<file path="config.mk">
export PLATFORM = sky130hd
export DESIGN_NAME = index_weighted_recurrence_checksum_flat
export DESIGN_NICKNAME = d
export VERILOG_FILES = /design/src/rtl/iwrc_pkg.sv /design/src/rtl/iwrc_byte_if.sv /design/src/rtl/iwrc_sum_if.sv /design/src/rtl/index_weighted_recurrence_checksum.sv /design/src/rtl/iwrc_term.sv /design/src/flat_wrapper.sv
export SDC_FILE = /design/constraint.sdc
export NUM_CORES = 1
export LEC_CHECK = 0
export BUFFER_PORTS_ARGS = -buffer_cell sky130_fd_sc_hd__buf_2
export CAP_MARGIN = 20
export CORE_MARGIN = 2
export CORE_UTILIZATION = 67
export CTS_BUF_LIST = sky130_fd_sc_hd__clkbuf_4
export DETAILED_ROUTE_END_ITERATION = 16
export PLACE_DENSITY = 0.95
export REMOVE_ABC_BUFFERS = 1
export SYNTH_ARGS = -nofsm -noshare
export SYNTH_HDL_FRONTEND = slang
export SYNTH_SLANG_ARGS = --single-unit
</file>
<file path="constraint.sdc">
create_clock -name clk_i -period 18.75 [get_ports clk_i]
set_input_delay 0 -clock clk_i [delete_from_list [all_inputs] [get_ports clk_i]]
set_output_delay 0 -clock clk_i [all_outputs]
set_load 0.05 [all_outputs]
</file>
<file path="src/rtl/iwrc_pkg.sv">
// ----------------------------------------------------------------------------
// iwrc_pkg
// Shared types and constants of the index weighted recurrence checksum.
// ----------------------------------------------------------------------------
package iwrc_pkg;

  localparam int unsigned TermW = 16;
  localparam int unsigned PosW  = 8;
  localparam int unsigned ByteW = 8;

  typedef logic [TermW-1:0] term_t;
  typedef logic [PosW-1:0]  pos_t;
  typedef logic [ByteW-1:0] byte_t;

  // Modulus of the recurrence; a fold result equal to it means zero.
  localparam term_t Modulus     = 16'hFFFF;
  localparam term_t FirstOffset = 16'd7;
  localparam pos_t  AlphaMul    = 8'd17;
  localparam pos_t  BetaMul     = 8'd31;
  localparam term_t OlderInit   = 16'd1;
  localparam term_t NewerInit   = 16'd0;
  localparam pos_t  PosInit     = 8'd0;
  localparam pos_t  PosSecond   = 8'd1;

  // Multiple of the modulus added before the fold so that the difference
  // stays non-negative: 257 * 65535 exceeds any weighted older term.
  localparam logic [25:0] FoldBias = 26'd16842495;

  // Recurrence terms handed to the term unit.
  typedef struct packed {
    term_t older;
    term_t newer;
    pos_t  pos;
  } iwrc_state_t;

endpackage

</file>
<file path="src/rtl/iwrc_byte_if.sv">
// ----------------------------------------------------------------------------
// iwrc_byte_if
// Byte request channel: one message byte and its end-of-message flag.
// ----------------------------------------------------------------------------
interface iwrc_byte_if;
  logic                valid;
  logic                ready;
  iwrc_pkg::byte_t     data_byte;
  logic                end_of_message;

  modport source (output valid, output data_byte, output end_of_message, input ready);
  modport sink   (input valid, input data_byte, input end_of_message, output ready);
endinterface

</file>
<file path="src/rtl/iwrc_sum_if.sv">
// ----------------------------------------------------------------------------
// iwrc_sum_if
// Checksum request channel: the final term of one completed message.
// ----------------------------------------------------------------------------
interface iwrc_sum_if;
  logic                valid;
  logic                ready;
  iwrc_pkg::term_t     checksum;

  modport source (output valid, output checksum, input ready);
  modport sink   (input valid, input checksum, output ready);
endinterface

</file>
<file path="src/rtl/index_weighted_recurrence_checksum.sv">
// ----------------------------------------------------------------------------
// index_weighted_recurrence_checksum
// Byte-serial checksum over a second-order index-weighted recurrence.
// ----------------------------------------------------------------------------
//  channel   dir  payload                      request moved
//  byte_i    in   data_byte, end_of_message    one message byte
//  sum_o     out  checksum                     final term of one message
//
//  One byte per cycle sustained unless a last byte waits on a stalled sum_o; a
//  byte is taken into the input register and folded into the recurrence from
//  there, and a last byte's checksum is loaded into the result register.
//  The loop through the term unit (two short multiplies and a mod-65535 fold)
//  is combinational between the recurrence registers, which sets that rate.
//  Reset puts the recurrence in its await-first-byte state; nothing is swept.
//  A stalled sum_o holds only a last byte in the input register; other bytes
//  keep flowing while a checksum waits.
// ----------------------------------------------------------------------------
module index_weighted_recurrence_checksum (
  input  logic              clk_i,
  input  logic              rst_ni,
  iwrc_byte_if.sink         byte_i,
  iwrc_sum_if.source        sum_o
);

  // Input register.
  logic                  in_valid_q, in_valid_d;
  iwrc_pkg::byte_t       in_byte_q;
  logic                  in_eom_q;

  // Recurrence state.
  iwrc_pkg::term_t       older_q, older_d;
  iwrc_pkg::term_t       newer_q, newer_d;
  iwrc_pkg::pos_t        pos_q, pos_d;
  logic                  in_msg_q, in_msg_d;

  // Result register.
  logic                  out_valid_q, out_valid_d;
  iwrc_pkg::term_t       sum_q;

  iwrc_pkg::iwrc_state_t state;
  iwrc_pkg::term_t       term;
  iwrc_pkg::term_t       new_newer;
  logic                  out_free;
  logic                  advance;
  logic                  take;

  assign state = '{older: older_q, newer: newer_q, pos: pos_q};

  iwrc_term u_term (
    .data_byte_i (in_byte_q),
    .state_i     (state),
    .term_o      (term)
  );

  // A last byte may only advance when the result register can take its sum.
  assign out_free = !out_valid_q || sum_o.ready;
  assign advance  = in_valid_q && (!in_eom_q || out_free);
  assign take     = byte_i.valid && byte_i.ready;

  assign byte_i.ready = !in_valid_q || advance;
  assign sum_o.valid    = out_valid_q;
  assign sum_o.checksum = sum_q;

  // First byte opens with byte + 7; later bytes go through the term unit.
  assign new_newer = in_msg_q ? term : ({8'b0, in_byte_q} + iwrc_pkg::FirstOffset);

  always_comb begin
    in_valid_d = advance ? 1'b0 : in_valid_q;
    if (take) begin
      in_valid_d = 1'b1;
    end
  end

  always_comb begin
    older_d  = older_q;
    newer_d  = newer_q;
    pos_d    = pos_q;
    in_msg_d = in_msg_q;
    if (advance) begin
      if (in_eom_q) begin
        // Message done: drop back to the await-first-byte state.
        older_d  = iwrc_pkg::OlderInit;
        newer_d  = iwrc_pkg::NewerInit;
        pos_d    = iwrc_pkg::PosInit;
        in_msg_d = 1'b0;
      end else if (in_msg_q) begin
        older_d = newer_q;
        newer_d = new_newer;
        pos_d   = pos_q + 8'd1;
      end else begin
        older_d  = iwrc_pkg::OlderInit;
        newer_d  = new_newer;
        pos_d    = iwrc_pkg::PosSecond;
        in_msg_d = 1'b1;
      end
    end
  end

  always_comb begin
    out_valid_d = out_valid_q && !sum_o.ready;
    if (advance && in_eom_q) begin
      out_valid_d = 1'b1;
    end
  end

  always_ff @(posedge clk_i or negedge rst_ni) begin
    if (!rst_ni) begin
      in_valid_q  <= 1'b0;
      older_q     <= iwrc_pkg::OlderInit;
      newer_q     <= iwrc_pkg::NewerInit;
      pos_q       <= iwrc_pkg::PosInit;
      in_msg_q    <= 1'b0;
      out_valid_q <= 1'b0;
    end else begin
      in_valid_q  <= in_valid_d;
      older_q     <= older_d;
      newer_q     <= newer_d;
      pos_q       <= pos_d;
      in_msg_q    <= in_msg_d;
      out_valid_q <= out_valid_d;
    end
  end

  // Payload registers: load on acceptance and on a finished message.
  always_ff @(posedge clk_i) begin
    if (take) begin
      in_byte_q <= byte_i.data_byte;
      in_eom_q  <= byte_i.end_of_message;
    end
    if (advance && in_eom_q) begin
      sum_q <= new_newer;
    end
  end

`ifndef SYNTH
  a_idle_state: assert property (@(posedge clk_i) disable iff (!rst_ni)
    !in_msg_q |-> (older_q == iwrc_pkg::OlderInit) && (newer_q == iwrc_pkg::NewerInit)
                  && (pos_q == iwrc_pkg::PosInit))
    else $error("recurrence state not at its initial value outside a message");

  a_term_range: assert property (@(posedge clk_i) disable iff (!rst_ni)
    in_msg_q |-> (newer_q != iwrc_pkg::Modulus) && (older_q != iwrc_pkg::Modulus))
    else $error("recurrence term out of range");

  a_sum_range: assert property (@(posedge clk_i) disable iff (!rst_ni)
    out_valid_q |-> sum_q != iwrc_pkg::Modulus)
    else $error("checksum out of range");

  a_last_gives_sum: assert property (@(posedge clk_i) disable iff (!rst_ni)
    (advance && in_eom_q) |=> out_valid_q)
    else $error("last byte left no checksum");

  a_hold_stalled: assert property (@(posedge clk_i) disable iff (!rst_ni)
    (in_valid_q && !advance) |=> in_valid_q && $stable(in_byte_q) && $stable(in_eom_q))
    else $error("stalled byte lost from the input register");
`endif

endmodule

</file>
<file path="src/rtl/iwrc_term.sv">
// ----------------------------------------------------------------------------
// iwrc_term
// Next recurrence term: weighted product minus weighted older term, mod 65535,
// with a negative difference taken one step up as a 64-bit wrap would give.
// ----------------------------------------------------------------------------
module iwrc_term (
  input  iwrc_pkg::byte_t       data_byte_i,
  input  iwrc_pkg::iwrc_state_t state_i,
  output iwrc_pkg::term_t       term_o
);

  iwrc_pkg::pos_t  alpha;
  iwrc_pkg::pos_t  beta;
  logic [8:0]      weight;
  logic [24:0]     prod;
  logic [23:0]     sub;
  logic            neg;
  logic [25:0]     biased;
  logic [16:0]     fold1;
  iwrc_pkg::term_t fold2;

  assign alpha  = 8'(state_i.pos * iwrc_pkg::AlphaMul);
  assign beta   = 8'(state_i.pos * iwrc_pkg::BetaMul);
  assign weight = {1'b0, data_byte_i} + {1'b0, alpha};
  assign prod   = {16'b0, weight} * {9'b0, state_i.newer};
  assign sub    = {16'b0, beta} * {8'b0, state_i.older};
  assign neg    = prod < {1'b0, sub};

  // 2^16 = 1 mod 65535: fold the high part onto the low part twice.
  assign biased = {1'b0, prod} + iwrc_pkg::FoldBias - {2'b0, sub} + {25'b0, neg};
  assign fold1  = {7'b0, biased[25:16]} + {1'b0, biased[15:0]};
  assign fold2  = fold1[15:0] + {15'b0, fold1[16]};
  assign term_o = (fold2 == iwrc_pkg::Modulus) ? '0 : fold2;

endmodule

</file>
<file path="src/flat_wrapper.sv">
// flat-port wrapper written by rule: the top's interface ports become plain ports
module index_weighted_recurrence_checksum_flat 
  (clk_i, rst_ni, byte_i_valid, byte_i_data_byte, byte_i_end_of_message, byte_i_ready, sum_o_valid, sum_o_checksum, sum_o_ready);
  iwrc_byte_if byte_i_i ();
  iwrc_sum_if sum_o_i ();
  input  logic clk_i;
  input  logic rst_ni;
  input wire logic [$bits(byte_i_i.valid)-1:0] byte_i_valid;
  input wire logic [$bits(byte_i_i.data_byte)-1:0] byte_i_data_byte;
  input wire logic [$bits(byte_i_i.end_of_message)-1:0] byte_i_end_of_message;
  output wire logic [$bits(byte_i_i.ready)-1:0] byte_i_ready;
  output wire logic [$bits(sum_o_i.valid)-1:0] sum_o_valid;
  output wire logic [$bits(sum_o_i.checksum)-1:0] sum_o_checksum;
  input wire logic [$bits(sum_o_i.ready)-1:0] sum_o_ready;
  assign byte_i_i.valid = byte_i_valid;
  assign byte_i_i.data_byte = byte_i_data_byte;
  assign byte_i_i.end_of_message = byte_i_end_of_message;
  assign byte_i_ready = byte_i_i.ready;
  assign sum_o_valid = sum_o_i.valid;
  assign sum_o_checksum = sum_o_i.checksum;
  assign sum_o_i.ready = sum_o_ready;
  index_weighted_recurrence_checksum u_core (.clk_i(clk_i), .rst_ni(rst_ni), .byte_i(byte_i_i), .sum_o(sum_o_i));
endmodule
</file>
== Yosys cells after proc, flatten, opt, wreduce, memory -nomap -nowiden ==
Cells that the tools add are included.
Storage, ports and cells
  logic and storage cells: 46
  output and inout port bits: 18
  input port bits: 13
  register bits: 68
Operators by class
  multipliers: 4
  add/sub/neg operators: 8
  equal/unequal tests: 1
  reduce and logical (&&, ||, !) cells: 12
  magnitude comparators: 1
  mux-type cells: 11
Operators by type and width (count)
  16-bit 2-to-1 mux: 5
  25-bit by 25-bit adder with 26-bit output (second input constant): 1
  26-bit by 1-bit adder with 26-bit output: 1
  26-bit by 24-bit subtractor with 26-bit output: 1
  25-bit by 24-bit less-than comparator with 1-bit output: 1
  9-bit by 16-bit multiplier with 25-bit output: 1
  8-bit by 16-bit multiplier with 24-bit output: 1
  10-bit by 16-bit adder with 17-bit output: 1
  16-bit by 1-bit adder with 16-bit output: 1
  16-bit == test (second input constant): 1
  8-bit by 5-bit multiplier with 8-bit output (second input constant): 2
  8-bit 2-to-1 mux: 2
  8-bit by 3-bit adder with 9-bit output (second input constant): 1
  8-bit by 8-bit adder with 9-bit output: 1
  8-bit by 1-bit adder with 8-bit output (second input constant): 1
  1-bit logical AND: 4
  1-bit logical NOT: 4
  1-bit 2-to-1 mux: 4
  1-bit logical OR: 3
  2-bit nonzero test: 1

== Logic depth before layout (Yosys ltp) ==
Gate-level depths: netlist of the first run.
  depth after elaboration: 12
  gate-level depth with buffers: 71
  mapped depth without buffers: 67

== Cells and area by module ==
A second synthesis of the first run with hierarchy kept.
Unflattened totals
  cell total of the unflattened synthesis: 1663
  area total of the unflattened synthesis: 14900.5 um^2
Modules (own cells, without submodules)
  iwrc_term: sequential area each 0.0 um^2, area an instance 12157.9 um^2, times used 1, cells each 1459
  index_weighted_recurrence_checksum: sequential area each 1828.0 um^2, area an instance 2742.6 um^2, times used 1, cells each 204

== Least setup slack after synthesis of the first run ==
OpenSTA, ideal clock, no wires.
  kind: flip-flop to flip-flop
  from: register u_core.pos_q[1]
  to: register u_core.sum_q[2], in the netlist u_core.sum_o.checksum[2] (data pin)
  arrival time: 15.090 ns
  path slack: 3.389 ns
  stages on the path, launching flop included: 70
  buffers on the path: 4
  data required time: 18.479 ns
  period minus slack after synthesis: 15.361 ns
  library setup time: 0.271 ns
  path through: dfrtp_1 > inv_1 > fa_1 > inv_1 > fa_1 > inv_1 > fa_1 > inv_1 > ha_1 > inv_1 > o21bai_1 > a21oi_1 > xnor2_1 > clkbuf_1 > nand2_1 > fa_1 > fa_1 > fa_1 > [34 not listed] > clkbuf_1 > nand2_1 > o21ai_0 > a41oi_1 > o21a_1 > nor4_1 > ha_1 > and3_1 > buf_1 > nand3_1 > nor3_1 > xor2_1 > or3_1 > a211oi_1 > o2111ai_2 > o21ai_4 > buf_6 > o22ai_1
On the way
  word-level cells in the longest chain between the ends: 11
  elaborated cells on any way between the ends: 14
  classes of those cells: add/sub: 6; mul: 4; order compare: 1; eq/ne: 1; mux: 2
Ends and longest elaborated chain
  from (decl): line index_weighted_recurrence_checksum.sv:33  | iwrc_pkg::pos_t pos_q, pos_d;
  from (signal assigned): line index_weighted_recurrence_checksum.sv:111  | pos_q <= iwrc_pkg::PosInit;
  from (signal assigned): line index_weighted_recurrence_checksum.sv:118  | pos_q <= pos_d;
  8-bit by 5-bit multiplier with 8-bit output: line iwrc_term.sv:22  | assign alpha = 8'(state_i.pos * iwrc_pkg::AlphaMul);
  8-bit by 8-bit adder with 9-bit output: line iwrc_term.sv:24  | assign weight = {1'b0, data_byte_i} + {1'b0, alpha};
  9-bit by 16-bit multiplier with 25-bit output: line iwrc_term.sv:25  | assign prod = {16'b0, weight} * {9'b0, state_i.newer};
  25-bit by 25-bit adder with 26-bit output: line iwrc_term.sv:30  | assign biased = {1'b0, prod} + iwrc_pkg::FoldBias - {2'b0, sub} + {25'b0, neg};
  26-bit by 24-bit subtractor with 26-bit output: line iwrc_term.sv:30
  26-bit by 1-bit adder with 26-bit output *: line iwrc_term.sv:30
  10-bit by 16-bit adder with 17-bit output *: line iwrc_term.sv:31  | assign fold1 = {7'b0, biased[25:16]} + {1'b0, biased[15:0]};
  16-bit by 1-bit adder with 16-bit output *: line iwrc_term.sv:32  | assign fold2 = fold1[15:0] + {15'b0, fold1[16]};
  16-bit == test: line iwrc_term.sv:33  | assign term_o = (fold2 == iwrc_pkg::Modulus) ? '0 : fold2;
  16-bit 2-to-1 mux *: line iwrc_term.sv:33
  16-bit 2-to-1 mux *: line index_weighted_recurrence_checksum.sv:65  | assign new_newer = in_msg_q ? term : ({8'b0, in_byte_q} + iwrc_pkg::FirstOffset);
  via u_core.new_newer[2]: line index_weighted_recurrence_checksum.sv:42  | iwrc_pkg::term_t new_newer;
  to (signal assigned): line index_weighted_recurrence_checksum.sv:131  | sum_q <= new_newer;
  to (decl): line index_weighted_recurrence_checksum.sv:38  | iwrc_pkg::term_t sum_q;
The timed path passes the listed nets; every way through them passes the cells marked *.
A chain may end at the register's enable or synchronous reset.

== Worst setup path in the final report of the first run ==
  from: register u_core.pos_q[0]
  to: register u_core.sum_q[0], in the netlist u_core.sum_o.checksum[0] (data pin)
Same word-level chain as after synthesis.

==> summary.txt, run 1 <==
Status
  • Status: complete, no violations

Global routing
  • Initial antenna violation count: 2
  • Largest net degree at the start of global routing: 48
  • Vias in the first global route: 13600
  • Grt ovf: 0
  • First-pass GRT wire length: 68700 um
  • Grt peak-use layer: met2
  • GR Util met2: 59.6%
  • Met3 Usage GRT: under 10%
  • All-Layer GR Usage: 36.7%
  • Met1 Use GR: a little under half

Detailed routing
  • DRT iter0 DRCs: 1351
  • Via-to-Cell Ratio: approximately 6.4
  • Via count: between 10000 and 15000
  • Antenna Nets Post-Route: 0
  • DR pass1 iterations: 6
  • DRC violations left: 0
  • Routed wire length: around 42000 um
  • Wire per inst: 20.9 um

Worst setup path
  • CP max stage delay: approximately 970 ps
  • Slowest-stage cell, CP: dfrtp_1
  • R2R Setup Slk: 1490 ps
  • Worst setup path category: register to register
  • Critical Path Source: u_core.pos_q[0]$_DFFE_PN0P_
  • Cell mode on critical path: fa_1
  • Worst reg2reg startpoint: u_core.pos_q[0]$_DFFE_PN0P_
  • Reg2reg end: u_core.sum_o.checksum[0]$_DFFE_PP_
  • Worst Setup End Kind: register
  • Crit Path Max Fanout: 26
  • Critical Path RT: 18930 ps
  • CP arrival: around 17000 ps
  • Startpoint types: register
  • Reg2reg path depth: 62

Die
  • Die area: 0.0237 mm^2
  • CORE AREA: 0.0220 mm^2
  • # IOs: 31
  • Die Span Y: 154 um
  • Num rows: 54
  • Initial core utilization: between 60 and 70%
  • DIE WIDTH: ~150 um

Yosys
  • Post-Synth Simple-Gate Area: 17.0%
  • Register area share after synthesis: 12.1%
  • Synthesized flop and latch total: 68
  • Gate count of the mapped netlist: 1701
  • Distinct cells, synth: 79
  • Share of synthesized registers carrying an async set or reset: between 60 and 70%
  • Synth Warn #: 0
  • Compound-Gate Fraction of Synth Area: 12.6%
  • Synth Flop Type: dfrtp_1
  • Post-synth EDFFs: 25
  • Multiplexer area fraction after synthesis: 0.207%
  • Syn Std Cell Area: ~0.015 mm^2
  • Post-Synth Adder-Cell Area: 42.2%
  • Synth Area in XOR/XNOR: 6.77%
  • Syn_area_per_cell: 8.87 um^2
  • Largest family of logic cells by synthesized area: adder cells

Clock network
  • Clk Latency, worst-skew pair: 470 ps
  • CTS tree: yes
  • Total CTS buffers: 9
  • Post-CTS Hold Buffers: 13
  • Root Buffer: clkbuf_4
  • Clock Tree Buf Depth: 2
  • Post-CTS Setup Inserts: 0
  • PostCTS Resize Cnt: 0
  • # H-tree levels: 3
  • Reg clk slew, reported paths: 170 ps
  • CTS sink cnt: 68

STA
  • Final Hold Viols: 0
  • Worst slew margin: 39.9%
  • TNS Setup: 0 ps
  • Fin crit period: 17260 ps
  • FMAX: 0.0579 GHz
  • Slew Limit Fails: 0
  • # setup viols final: 0
  • Worst-Margin Slew: 901 ps
  • Skew final: approximately 45 ps
  • Fin crit share: 92.0%
  • RSZ-0062 raised after global routing: no

Cells and area
  • Area Growth Syn to Fin: 4.56%
  • Fillers: 1432
  • Final nets: roughly 2100
  • Commonest non-fill, non-tap cell in the layout: inv_1
  • Layout cells sized above 1: 5.69%
  • Total area of sequential cells: 0.00183 mm^2
  • Most frequent cells in the layout: inv_1, fa_1, ha_1
  • Multi-input gate area: 0.0119 mm^2

Placed design
  • DP Wirelength: 31600 um
  • Placer Congestion: a little under 1
  • Port Buffer Count: 30

Worst hold path
  • Min-delay worst type: input port to asynchronous set/reset pin

Job
  • Max-cap viol count: 0
[synthesized netlist by cell type, types with 8 or more instances]
cell,instances,share of area (%)
nand2b_1,14,0.58
edfxtp_1,25,5.0
nor3_1,19,0.63
xor2_1,32,1.9
o21bai_1,16,0.80
o21ai_0,43,1.4
and2_1,133,5.5
nand3_1,20,0.66
and3_1,14,0.58
fa_1,205,27
nor2_1,56,1.4
o21a_1,11,0.55
a211oi_1,8,0.40
a21o_1,18,0.90
o21ai_1,10,0.33
dfrtp_1,42,7.0
a21oi_1,62,2.1
clkbuf_1,46,1.1
or3_1,10,0.41
xnor2_1,69,4.0
o22ai_1,10,0.41
nor4_1,8,0.33
inv_1,309,7.7
nor2b_1,21,0.87
a31oi_1,12,0.50
a22o_1,17,0.99
ha_1,181,15
nand2_1,180,4.5
[worst max-delay path by stage]
| stage | endpoint | cells past startpoint |
|---|---|---|
| 6_report | u_core.sum_o.checksum[0]$_DFFE_PP_ | 62 |
| 5_1_grt | u_core.newer_q[4]$_DFFE_PN0P_ | 64 |
| 4_1_cts | u_core.newer_q[2]$_DFFE_PN0P_ | 63 |
| 3_5_place_dp | u_core.newer_q[4]$_DFFE_PN0P_ | 63 |
| 3_3_place_gp | u_core.newer_q[4]$_DFFE_PN0P_ | 63 |
| 2_1_floorplan | u_core.newer_q[2]$_DFFE_PN0P_ | 63 |
[sequential cells by signal, summed over array words and instances, names as in the netlist]
name and flops:
u_core.in_byte_q 8, u_core.older_q 16, u_core.sum_o.checksum 16, u_core.pos_q 8, u_core.newer_q 16, u_core.in_eom_q 1
u_core.sum_o.valid 1, u_core.in_msg_q 1, u_core.in_valid_q 1
[layout make-up]
type	count	share of cell area, %
timing repair buffer	57	2.44
inverter	309	7.35
tap	280	2.22
antenna	1	0.0159
multi-input combinational	1272	75.5
clock inverter	7	0.507
sequential	68	11.6
clock buffer	9	0.428
[per-stage QoR]
stage	utilization, %	std cells	hold slack, ps	setup WS (ps)	instance area (um^2)
2_1_floorplan	-	1649	-296	3460	14900
3_3_place_gp	70.5	1970	113	2080	15500
3_5_place_dp	70.5	1970	117	1340	15500
4_1_cts	71.7	1999	167	1290	15800
5_1_grt	71.9	2003	196	399	15800
6_report	71.9	2003	127	1490	15800
[kinds of logic (layout without fill, tap and decap cells)]
logic type | Yosys count | count (layout)
XOR/XNOR | 108 | 108
buffers and inverters | 361 | 382
flip-flops | 68 | 68
AO/OA/AOI/OAI | 270 | 270
other | 0 | 1
multiplexers | 3 | 3
adder cells (fa/ha/maj) | 386 | 386
AND/OR/NAND/NOR | 505 | 505
[worst max-delay path: cells and delay by family (launching register included)]
| family | cells | cell delay [ps] |
|---|---|---|
| and+or+nand+nor | 9 | 1940 |
| AOI/OAI and AO/OA | 29 | 6550 |
| adders and majority gates | 15 | 6460 |
| DFF | 1 | 970 |
| xor gates and xnor gates | 3 | 410 |
| muxes | 1 | 140 |
| buffers and inverters | 5 | 440 |
[routing by layer]
metal  part of all wire (%)  wire length (um)
met5                  0.041                17
met4                    7.1              2970
met3                     11              4600
met2                     46             19200
met1                     36             15000
Power of run 1 is not shown: default switching activity piles up to over one toggle a cycle in this logic, so the estimate is an artifact.
==> run 2, diff against run 1 <==
- RECOVER_POWER: not set -> 100
==> run 2 against run 1 <==
  * The run now ends with max-capacitance violations, max-slew violations left
  * Routed wire length increased by 0.42%
  * Global-route usage unchanged
  * Critical path depth stayed put
  * Final area is 0.41% lower
  * Count of clock-buffer cells in the layout stayed put
  * Die area stayed put
  * Via count is 0.14% lower
  * Sequential share of layout area hardly changed
  * Clock skew down 2.0 ps
  * First-iteration DRC count fell by 0.74%
  * Largest cell class unchanged
==> summary.txt, run 2 (same netlist as run 1, synthesis figures left out) <==
Status
  • Status: finished, violations left (was complete, no violations)
  • Failing checks: max-capacitance violations, max-slew violations

Detailed routing
  • Antenna Nets Post-Route: 0 (unchanged)
  • DRT iter0 DRCs: 1341 (was 1351)
  • Via-to-Cell Ratio: 6.40 (was 6.41)
  • DR pass1 iterations: 7 (was 6)
  • Via count: 12800 (about the same)
  • DRC violations left: 0 (unchanged)
  • Routed wire length: 42000 um (was 41800 um)
  • Wire per inst: 20.9 um (about the same)

Cells and area
  • Layout cells sized above 1: 4.07% (was 5.69%)
  • Multi-input gate area: 0.0119 mm^2 (about the same)
  • Fin util: 71.6% (was 71.9%)
  • Final nets: 2116 (unchanged)
  • Most frequent cells in the layout: inv_1, fa_1, ha_1 (unchanged)
  • Total area of sequential cells: 0.00183 mm^2 (unchanged)
  • Fillers: 1460 (was 1432)
  • Commonest non-fill, non-tap cell in the layout: inv_1 (unchanged)
  • Area Growth Syn to Fin: 4.13% (was 4.56%)

STA
  • Worst-Margin Slew: 2500 ps (was 901 ps)
  • FMAX: 0.0577 GHz (was 0.0579 GHz)
  • Final Hold Viols: 0 (unchanged)
  • # setup viols final: 0 (unchanged)
  • TNS Setup: 0 ps (unchanged)
  • Fin crit share: 92.4% (was 92.0%)
  • Worst slew margin: -66.4% (was 39.9%)
  • Slew Limit Fails: 92 (was 0)
  • Fin crit period: 17320 ps (was 17260 ps)
  • RSZ-0062 raised after global routing: no (unchanged)
  • Skew final: 43.3 ps (was 45.3 ps)

Global routing
  • Largest net degree at the start of global routing: 48 (unchanged)
  • Grt ovf: 0 (unchanged)
  • Initial antenna violation count: 2 (unchanged)
  • First-pass GRT wire length: 68700 um (unchanged)
  • All-Layer GR Usage: 36.7% (unchanged)
  • Vias in the first global route: 13600 (unchanged)

Worst setup path
  • Worst Setup End Kind: register (unchanged)
  • CP arrival: 17510 ps (was 17430 ps)
  • Crit Path Max Fanout: 26 (unchanged)
  • Reg2reg path depth: 62 (unchanged)
  • Startpoint types: register (unchanged)
  • Slowest-stage cell, CP: dfrtp_1 (unchanged)
  • Reg2reg end: u_core.sum_o.checksum[0]$_DFFE_PP_ (unchanged)
  • R2R Setup Slk: 1430 ps (was 1490 ps)
  • Worst setup path category: register to register (unchanged)
  • Crit-path leading delay family: compound AO/OA/AOI/OAI gates (unchanged)
  • Worst reg2reg startpoint: u_core.pos_q[0]$_DFFE_PN0P_ (unchanged)
  • Cell mode on critical path: fa_1 (unchanged)
  • Critical Path Source: u_core.pos_q[0]$_DFFE_PN0P_ (unchanged)
  • Worst Setup EP: u_core.sum_o.checksum[0]$_DFFE_PP_ (unchanged)
  • WP depth: 62 (unchanged)
  • Buf+Inv Stages, Crit Path: 5 (unchanged)
  • Critical Path RT: 18940 ps (was 18930 ps)
  • CP max stage delay: 960 ps (was 970 ps)

Clock network
  • CTS sink cnt: 68 (unchanged)
  • Post-CTS Setup Inserts: 0 (unchanged)
  • Total CTS buffers: 9 (unchanged)
  • Reg clk slew, reported paths: 170 ps (about the same)
  • # H-tree levels: 3 (unchanged)
  • Clk Latency, worst-skew pair: 470 ps (about the same)
  • Root Buffer: clkbuf_4 (unchanged)
  • CTS tree: yes (unchanged)
  • Clock Tree Buf Depth: 2 (unchanged)

Die
  • Die Span Y: 154 um (unchanged)
  • Initial core utilization: 68.7% (unchanged)
  • CORE AREA: 0.0220 mm^2 (unchanged)
  • Num rows: 54 (unchanged)
  • Die area: 0.0237 mm^2 (unchanged)
  • DIE WIDTH: 154 um (unchanged)
  • # IOs: 31 (unchanged)

Placed design
  • DP Wirelength: 31600 um (unchanged)
  • Port Buffer Count: 30 (unchanged)
  • Placer Congestion: 0.994 (unchanged)

Job
  • Max-cap viol count: 2 (was 0)

Worst hold path
  • Min-delay worst type: input port to register (was input port to asynchronous set/reset pin)
[run 2: changes by cell type in the layout (fill, tap and decap cells not counted)]
cell	before	now
o21ai_1	10	5
buf_4	14	10
and2_0	0	1
o21ai_0	43	48
buf_2	30	10
o2111ai_2	1	0
clkbuf_1	0	24
o2111ai_1	2	3
o221ai_1	5	8
o221ai_2	4	1
and2_1	133	132
[run 2: stage by stage]
stage	hold slack (ps)	instances	instance area (um^2)	setup slack, ps
5_1_grt	245	2003	15700	392
2_1_floorplan	-296	1649	14900	3460
6_report	236	2003	15700	1430
3_3_place_gp	113	1970	15500	2080
3_5_place_dp	117	1970	15500	1340
4_1_cts	167	1999	15800	1290
[run 2: per-layer routing]
metal	vias up	global-route usage, %	routed length, um
li1	5523	-	-
met1	6136	45.3	15000
met2	897	59.6	19400
met3	256	8.17	4680
met4	2	21.2	2890
met5	-	0	17
[run 2: worst min-delay path by stage]
stage / from / end / slack [ps] / cells past startpoint
2_1_floorplan: rst_ni / u_core.in_msg_q$_DFFE_PN0P_ / -300 / 0
3_3_place_gp: rst_ni / u_core.pos_q[7]$_DFFE_PN0P_ / 110 / 2
3_5_place_dp: rst_ni / u_core.pos_q[7]$_DFFE_PN0P_ / 120 / 2
4_1_cts: rst_ni / u_core.pos_q[0]$_DFFE_PN0P_ / 170 / 3
5_1_grt: byte_i_data_byte[7] / u_core.in_byte_q[7]$_DFFE_PP_ / 240 / 2
6_report: byte_i_data_byte[5] / u_core.in_byte_q[5]$_DFFE_PP_ / 240 / 2
[run 2: area by class of cell]
type                       instances  share of cell area (%)
multi-input combinational       1272                    75.6
sequential                        68                    11.6
inverter                         309                    7.38
tap                              280                    2.23
timing repair buffer              57                    2.20
clock inverter                     7                   0.510
clock buffer                       9                   0.430
antenna                            1                  0.0159
[run 2: timing repair]
item	CTS	global route
hold buffers	13	0
hold endpoints to repair	53	0
resized for setup	0	0
Power of run 2 is left out for the same reason.
